File: src/sv/eida_pkg.sv
`default_nettype none
// ----------------------------------------------------------------------------
// eida_pkg: shared types and constants of the entity id allocator
// widths, operation codes, status codes and the controller/datapath bundles
// ----------------------------------------------------------------------------
package eida_pkg;

	localparam int ENTITY_CAPACITY = 4096;
	localparam int ID_W            = $clog2(ENTITY_CAPACITY);
	localparam int CNT_W           = ID_W + 1;
	localparam int SIG_W           = 32;
	localparam int IN_ID_W         = 16;
	localparam int KIND_W          = 3;

	typedef logic [ID_W-1:0]    id_t;
	typedef logic [CNT_W-1:0]   cnt_t;
	typedef logic [SIG_W-1:0]   sig_t;
	typedef logic [IN_ID_W-1:0] ent_id_t;
	typedef logic [KIND_W-1:0]  kind_t;

	localparam kind_t KIND_CREATE  = kind_t'(0);
	localparam kind_t KIND_DESTROY = kind_t'(1);
	localparam kind_t KIND_SET     = kind_t'(2);
	localparam kind_t KIND_GET     = kind_t'(3);
	localparam kind_t KIND_ALIVE   = kind_t'(4);

	// map entry meaning "not live"
	localparam cnt_t    NOT_LIVE = cnt_t'(ENTITY_CAPACITY);
	localparam cnt_t    CAP_CNT  = cnt_t'(ENTITY_CAPACITY);
	localparam id_t     ID_LAST  = id_t'(ENTITY_CAPACITY - 1);
	localparam ent_id_t ID_LIMIT = ent_id_t'(ENTITY_CAPACITY);

	typedef enum logic [1:0] {
		STATUS_OK,
		STATUS_FULL,
		STATUS_INVALID,
		STATUS_DEAD
	} status_t;

	typedef enum logic [1:0] {
		RES_NONE,
		RES_CREATE,
		RES_GET,
		RES_ALIVE
	} res_sel_t;

	typedef struct packed {
		logic     accept;
		logic     clr_step;
		logic     create_wr;
		logic     destroy_wr1;
		logic     destroy_wr2;
		logic     set_wr;
		logic     finish;
		res_sel_t res_sel;
		status_t  res_status;
	} cmd_t;

	typedef struct packed {
		kind_t kind;
		logic  in_range;
		logic  full;
		logic  hole_invalid;
		logic  clr_last;
	} stat_t;

endpackage
`default_nettype wire

File: src/sv/eida_ctrl.sv
`default_nettype none
// ----------------------------------------------------------------------------
// eida_ctrl: operation sequencer
// walks the clearing sweep after reset, then steps each operation through
// its memory read and write cycles and tells the datapath when to finish
// ----------------------------------------------------------------------------
module eida_ctrl (
	input  wire logic            clk,
	input  wire logic            arst_n,
	input  wire logic            start,
	input  wire eida_pkg::stat_t stat,
	output eida_pkg::cmd_t       cmd,
	output logic                 busy
);

	typedef enum logic [2:0] {
		S_INIT,
		S_IDLE,
		S_EXEC,
		S_CREATE,
		S_DCHK,
		S_DFIN,
		S_READ
	} state_t;

	state_t state_q;
	state_t state_d;
	logic   busy_q;

	assign busy = busy_q;

	always_comb begin
		cmd            = '0;
		cmd.res_sel    = eida_pkg::RES_NONE;
		cmd.res_status = eida_pkg::STATUS_OK;
		state_d        = state_q;
		unique case (state_q)
			S_INIT: begin
				cmd.clr_step = 1'b1;
				if (stat.clr_last) begin
					state_d = S_IDLE;
				end
			end
			S_IDLE: begin
				if (start && !busy_q) begin
					cmd.accept = 1'b1;
					state_d    = S_EXEC;
				end
			end
			S_EXEC: begin
				unique case (stat.kind) inside
					eida_pkg::KIND_CREATE: begin
						if (stat.full) begin
							cmd.finish     = 1'b1;
							cmd.res_status = eida_pkg::STATUS_FULL;
							state_d        = S_IDLE;
						end else begin
							state_d = S_CREATE;
						end
					end
					eida_pkg::KIND_DESTROY: begin
						if (!stat.in_range) begin
							cmd.finish     = 1'b1;
							cmd.res_status = eida_pkg::STATUS_INVALID;
							state_d        = S_IDLE;
						end else begin
							state_d = S_DCHK;
						end
					end
					eida_pkg::KIND_SET: begin
						cmd.finish = 1'b1;
						state_d    = S_IDLE;
						if (stat.in_range) begin
							cmd.set_wr = 1'b1;
						end else begin
							cmd.res_status = eida_pkg::STATUS_INVALID;
						end
					end
					eida_pkg::KIND_GET, eida_pkg::KIND_ALIVE: begin
						if (!stat.in_range) begin
							cmd.finish     = 1'b1;
							cmd.res_status = eida_pkg::STATUS_INVALID;
							state_d        = S_IDLE;
						end else begin
							state_d = S_READ;
						end
					end
					default: begin
						cmd.finish = 1'b1;
						state_d    = S_IDLE;
					end
				endcase
			end
			S_CREATE: begin
				cmd.create_wr = 1'b1;
				cmd.finish    = 1'b1;
				cmd.res_sel   = eida_pkg::RES_CREATE;
				state_d       = S_IDLE;
			end
			S_DCHK: begin
				if (stat.hole_invalid) begin
					cmd.finish     = 1'b1;
					cmd.res_status = eida_pkg::STATUS_DEAD;
					state_d        = S_IDLE;
				end else begin
					cmd.destroy_wr1 = 1'b1;
					state_d         = S_DFIN;
				end
			end
			S_DFIN: begin
				// index map entry of the destroyed id is cleared last, so a
				// destroy of the tail entry ends up not live
				cmd.destroy_wr2 = 1'b1;
				cmd.finish      = 1'b1;
				state_d         = S_IDLE;
			end
			S_READ: begin
				cmd.finish  = 1'b1;
				cmd.res_sel = (stat.kind == eida_pkg::KIND_GET) ?
					eida_pkg::RES_GET : eida_pkg::RES_ALIVE;
				state_d     = S_IDLE;
			end
			default: begin
				state_d = S_IDLE;
			end
		endcase
	end

	always_ff @(posedge clk or negedge arst_n) begin
		if (!arst_n) begin
			state_q <= S_INIT;
			busy_q  <= 1'b1;
		end else begin
			state_q <= state_d;
			busy_q  <= (state_d != S_IDLE);
		end
	end

endmodule
`default_nettype wire

File: config.mk
export PLATFORM = sky130hd
export DESIGN_NAME = eida_ctrl
export DESIGN_NICKNAME = d
export VERILOG_FILES = /design/src/sv/eida_pkg.sv /design/src/sv/eida_ctrl.sv
export SDC_FILE = /design/constraint.sdc
export NUM_CORES = 1
export LEC_CHECK = 0
export BUFFER_PORTS_ARGS = -buffer_cell sky130_fd_sc_hd__buf_2
export CELL_PAD_IN_SITES_DETAIL_PLACEMENT = 1
export CELL_PAD_IN_SITES_GLOBAL_PLACEMENT = 2
export CORE_UTILIZATION = 22
export CTS_CLUSTER_DIAMETER = 60
export DETAILED_ROUTE_END_ITERATION = 8
export PLACE_DENSITY_LB_ADDON = 0.1
export SKIP_LAST_GASP = 1
export SLEW_MARGIN = 5
export SYNTH_ARGS = -nofsm -noshare
export SYNTH_HDL_FRONTEND = slang
export SYNTH_SLANG_ARGS = --single-unit
File: constraint.sdc
create_clock -name clk -period 2.1 [get_ports clk]
set_input_delay 0.21 -clock clk [delete_from_list [all_inputs] [get_ports clk]]
set_output_delay 0.21 -clock clk [all_outputs]
set_load 0.005 [all_outputs]
After elaboration in Yosys (flattened, before gate mapping):

Index checks and enable logic that the tools add are counted.

* flip-flop bits (word level): 4
* input port bits: 10
* output and inout bits: 12
* logic and storage cells: 51

* equality and inequality tests: 11
* multiplexer cells: 30
* reduce and logical (&&, ||, !) cells: 8

Operators with widths (count)
* two-way mux 1 bit: 15
* two-way mux 3 bit: 5
* == test 3 x 2 -> 1 bit (second input constant): 4
* == test 3 bit (second input constant): 4
* one-hot mux 2 bit (2 select lines): 3
* one-hot mux 3 bit (4 select lines): 1
* one-hot mux 3 bit (3 select lines): 1
* == test 3 x 1 -> 1 bit (second input constant): 2
* zero test 3 bit: 2
* two-way mux 2 bit: 3
* OR reduction 3 bit: 2
* OR reduction 4 bit: 1
* inequality test 3 x 1 -> 1 bit (second input constant): 1
* one-hot mux 1 bit (3 select lines): 1
* one-hot mux 1 bit (2 select lines): 1
* OR reduction 2 bit: 1
* logical AND 1 bit: 1
* zero test 1 bit: 1

Depth between registers and ports, before layout:

Gate-level depths: netlist of the first run.

* word-level depth: 5
* gate-level depth with buffers: 5
* mapped depth without buffers: 4

Least setup slack after synthesis of the first run:

Ideal clock, no wire load.

* path type: register -> output
* start: register state_q[2]
* end: output cmd[4] (netlist bit)
* arrival: 1.374 ns
* required time: 1.890 ns
* setup slack: 0.516 ns
* stages on the path, launching flop included: 5
* buffers on the path: 0
* cell sequence: dfrtp_1 > or2b_1 > nor2_1 > a22o_1 > or4_1

RTL lines
* start: declaration: line eida_ctrl.sv:26 `state_t state_q;`
* start signal: assignment: line eida_ctrl.sv:134 `state_q <= state_d;`
* end: declaration: line eida_ctrl.sv:12 `output eida_pkg::cmd_t cmd,`

==> impl_metrics.tcl, run 1 <==
set metrics [dict create \
    ys.warnings.count 0 \
    crit_fanout 8 \
    cts_buffer_depth 2 \
    vias_per_cell 4.80 \
    outcome "complete, no violations" \
    synth_area_leaders "dfrtp_1 (20%), dfstp_2 (7.0%), nor3_1 (5.3%), or3b_2 (4.7%), a21oi_1 (4.0%)" \
    wl_um 1070 \
    placed_cell_area_um2 490 \
    total_power_w 0.000453 \
    io_pins 22 \
    drc_errors 0 \
    synth.cell_area_um2 375 \
    endpoint_kind "output port" \
    dpl.hpwl_um 853 \
    vias 422 \
    cts_tree "done" \
    die_x_um 43.3 \
    vdd_ir_drop_max_mv 0.570 \
    slew-limit-headroom 0.784 \
    synth.distinct_cells 30 \
    postCtsHoldBufs 1 \
    clock-sinks 4 \
    place_ws_ns 0.340 \
    yosysSeqAreaShare 0.270 \
    first_iter_violations 4 \
    hold_viol_final 0 \
    die-area_um2 1880 \
    period_share 0.950 \
    drtAntennaViolNets 0 \
    synth_nets 58 \
    fp-row-count 14 \
    power.density_nw_per_um2 859 \
    yosysTopAreaCellShare 0.200 \
    ys_seq_elements 4 \
    coreArea_um2 1540 \
    clk_latency_ns 0.23 \
    cts_made_buffers 3 \
    rsz0062_at_grt "false" \
    drtPass1Iterations 3 \
    drv_slew 0 \
    grt_pass1_vias 400 \
    grt_pass1_wl_um 1640 \
    area_delta_synth_final_pct 40.3 \
    finalClockSkew_ns 0.00852 \
    arrival_ns 1.79 \
    chipHeight_um 43.3 \
    setup_viol 0 \
    final_net_count 83 \
    grt_max_degree 11 \
    setup_tns_ns 0 \
    worst_ep_required_time_ns 1.89 \
    max_freq_mhz 501 \
    fin_ws_ns 0.105 \
    grt_usage 0.113 \
    cts_max_level 1 \
    grt_antenna_before_repair 0 \
    grt-ovfl-total 0 \
    path_clk_slew_ns 0.04 \
    post_cts_resized 0 \
    drive_gt1_frac 0.417 \
    cts_root_buf "clkbuf_4" \
    worst_pin_slew_ns 0.324 \
    cts_setup_buffers 0 \
    synth_area_leader_cell "dfrtp_1" \
    path_class "register to output port" \
    finalCriticalPeriod_ns 2.00 \
    syn-instance-count 48 \
    start_kind "register" \
    avgSynthCellArea_um2 7.82 \
    stdcell_area_um2 527 \
    start_util 0.244 \
    gp_routability_congestion 0.709 \
    wire_per_inst_um 12.2 \
    diodes 0 \
    maxCapViolCount 0 \
    io_buffer_count 21 \
    hp-class "primary input to register" \
    power_leakage_nw 0.288 \
]
layer usage:
layer,part of all wire,global-route usage,vias up
li1,-,-,220
met1,0.49,0.148,189
met2,0.45,0.191,13
met3,0.059,0.00426,0
met4,0,0.0545,0
met5,0,0,-
flip-flops by register name, indices dropped and copies added, names as in the netlist:
name,count
state_q,3
busy,1
placed cells by master, fill, tap and decap left out, types with 2 or more instances in the layout:
| master | Yosys | layout |
|---|---|---|
| buf_2 | 2 | 21 |
| inv_1 | 4 | 4 |
| nor2_1 | 4 | 4 |
| or3b_2 | 2 | 2 |
| clkbuf_4 | 0 | 3 |
| o21ai_0 | 2 | 2 |
| nor3_1 | 4 | 4 |
| a21o_1 | 2 | 2 |
| a21oi_1 | 3 | 3 |
| dfrtp_1 | 3 | 3 |
| nand2_1 | 2 | 2 |
cells by family (layout without fill, tap and decap cells):
family / count (synthesis) / after routing / share of synthesized area
mux: 2 / 2 / 0.0567
simple gates: 25 / 25 / 0.417
flops: 4 / 4 / 0.270
compound gates: 11 / 11 / 0.190
buf+inv: 6 / 30 / 0.0667
path summary, 6_finish.rpt:
path	cells after the start	slack, ns	start	endpoint
setup / recovery	5	0.10	state_q[2]	cmd[4]
hold / removal	4	0.31	stat[2]	state_q[1]
setup reg to reg	4	0.59	state_q[1]	busy
hold reg to reg	2	0.70	state_q[2]	state_q[0]
max in group asynchronous	2	1.57	arst_n	busy
min in group asynchronous	2	0.33	arst_n	state_q[1]
power breakdown:
part / switching [W] / total (W) / internal [W]
clock network: 0.0000303 / 0.000102 / 0.0000712
registers: 0.0000471 / 0.000159 / 0.000112
logic: 0.0000960 / 0.000192 / 0.0000960
synth_stat cells:
cell type and number:
nor2b_1 1, nand4bb_1 1, a31oi_1 1, dfstp_2 1, o211ai_1 1, nor2_1 4, a32oi_1 1, a22o_1 1
mux2_2 1, nand3b_1 1, inv_1 4, o21ai_0 2, a21o_1 2, or3b_2 2, nand4b_1 1, mux2i_1 1
nor3_1 4, nand2b_2 1, a21oi_1 3, nand2_1 2, or2_2 1, or3_1 1, nand2b_1 1, buf_2 2
nand3_1 1, or4_1 1, or2b_1 1, nor4b_1 1, and2_1 1, dfrtp_1 3
cell type report:
type	instances	area (um^2)
Clock buffer	4	26.3
Fill cell	206	1010
Inverter	4	15.0
Multi-Input combinational cell	38	249
Sequential cell	4	101
Tap cell	16	20.0
Timing Repair Buffer	22	115
critical path: stages, from the launching register on:
cell     delay (ns)
dfrtp_1        0.44
or2b_1         0.20
nor2_1         0.05
a22o_1         0.24
or4_1          0.48
buf_2          0.14
per-stage QoR:
stage / utilization / hold slack (ns) / cells
4_1_cts: 0.342 / 0.295 / 88
6_report: 0.342 / 0.309 / 88
5_1_grt: 0.342 / 0.320 / 88
3_5_place_dp: 0.318 / 0.0147 / 83
2_1_floorplan: - / -0.0856 / 48
3_3_place_gp: 0.318 / 0.0145 / 83
No activity file was read; power rests on OpenSTA's default activity.
==> inputs of run 2 (changes only) <==
- SETUP_SLACK_MARGIN: default -> 0.4
==> run 2 against run 1 <==
  * Via count rose by 5.5%
  * Critical endpoint unchanged
  * Final cell count up 3.4%
  * Core utilization grew 2.0 points
  * Register-to-register slack better by 0.14 ns
==> impl_metrics.tcl, run 2 (synthesis gave the netlist of run 1 again) <==
set metrics [dict create \
    drtAntennaViolNets 0 \
    setup_viol 0 \
    critPathLaunch "state_q[2]" \
    final_util 0.362 \
    gp_routability_congestion 0.709 \
    grt_antenna_before_repair 0 \
    drive_gt1_frac 0.493 \
    power_leakage_nw 0.303 \
    fp-row-count 14 \
    regMostFlops "state_q" \
    wire_per_inst_um 12.5 \
    chipHeight_um 43.3 \
    first_iter_violations 5 \
    path_clk_slew_ns 0.04 \
    max_freq_mhz 537 \
    drtPass1Iterations 3 \
    hp-class "primary input to register" \
    start_kind "register" \
    die-area_um2 1880 \
    drc_errors 0 \
    cts_tree "done" \
    period_share 0.887 \
    vdd_ir_drop_max_mv 0.583 \
    vias_per_cell 4.89 \
    diodes 0 \
    cts_root_buf "clkbuf_4" \
    grt-ovfl-total 0 \
    worst_pin_slew_ns 0.265 \
    final_net_count 86 \
    finalClockSkew_ns 0.00865 \
    hold_viol_final 0 \
    setup_tns_ns 0 \
    crit_fanout 5 \
    coreArea_um2 1540 \
    hp-start "stat[2]" \
    grt_max_degree 10 \
    largest_reg_flops 3 \
    final_cell_mix "buf_2 (21), nor2_1 (4), inv_1 (4)" \
    finalCriticalPeriod_ns 1.86 \
    maxCapViolCount 0 \
    power.density_nw_per_um2 870 \
    cts_buffer_depth 2 \
    wl_um 1130 \
    io_pins 22 \
    layout_commonest_cell "buf_2" \
    grt_usage 0.126 \
    rsz0062_at_grt "true" \
    clk_latency_ns 0.23 \
    endpoint_kind "output port" \
    reg2reg_from "state_q[1]" \
    cts_made_buffers 3 \
    cts_max_level 1 \
    arrival_ns 1.65 \
    slew-limit-headroom 0.822 \
    vias 445 \
    io_buffer_count 21 \
    area_delta_synth_final_pct 48.7 \
    dpl.hpwl_um 853 \
    outcome "complete, no violations" \
    start_util 0.244 \
    path_class "register to output port" \
    grt_pass1_vias 438 \
    clock-sinks 4 \
    die_x_um 43.3 \
    grt_pass1_wl_um 1830 \
    worst_ep_required_time_ns 1.89 \
    drv_slew 0 \
]
==> run 2: stage by stage <==
stage               cell area [um^2]  hold WS [ns]  total power [W]  std cells  setup WS, ns
finish                           558         0.308         0.000486         91         0.237
CTS                              558         0.295         0.000496         91         0.217
global placement                 490        0.0145         0.000357         83         0.349
floorplan                        375       -0.0856         0.000275         48         0.516
detailed placement               490        0.0147         0.000357         83         0.340
global route                     558         0.329         0.000537         91         0.151
==> run 2: path summary, 6_finish.rpt <==
check,slack [ns],cells after the start,to
worst max-delay path,0.24,5,cmd[4]
worst min-delay path,0.31,4,state_q[1]
worst max register to register,0.73,4,busy
worst min register to register,0.64,1,state_q[0]
max in group asynchronous,1.56,2,busy
min in group asynchronous,0.33,2,state_q[1]
==> run 2: final cells by class <==
cell class,count,area (um^2)
fill,210,983
multi-input combinational,38,254
timing repair buffer,25,138
sequential,4,105
clock buffer,4,26.3
tap,16,20.0
inverter,4,15.0
==> run 2: where the power goes <==
group          total, W  internal, W  switching (W)  leakage [nW]
combinational  0.000229     0.000115       0.000114         0.243
sequential     0.000155     0.000116      0.0000392        0.0448
clock          0.000102    0.0000712      0.0000304        0.0150
total          0.000486     0.000302       0.000184         0.303
==> run 2: critical path, cell delays in order (launching register included) <==
cell and delay, ns:
dfrtp_2 0.41, or2b_1 0.17, nor2_1 0.04, a22o_1 0.21, or4_1 0.45, buf_2 0.14
==> run 2: repair_timing <==
action                                 CTS  global route
gates resized for setup                  4             0
hold buffers                             1             0
setup endpoints to repair                2             3
endpoints found under the hold margin    4             0
pin swaps                                2             0
setup buffers                            3             0
==> run 2: routing by layer <==
layer  global-route usage  wire (um)  part of all wire  up-vias
met1                0.163        518              0.46      205
li1                     -          -                 -      227
met3              0.00426         63             0.056        0
met2                0.218        552              0.49       13
met4               0.0545          0                 0        0
met5                    0          0                 0        -
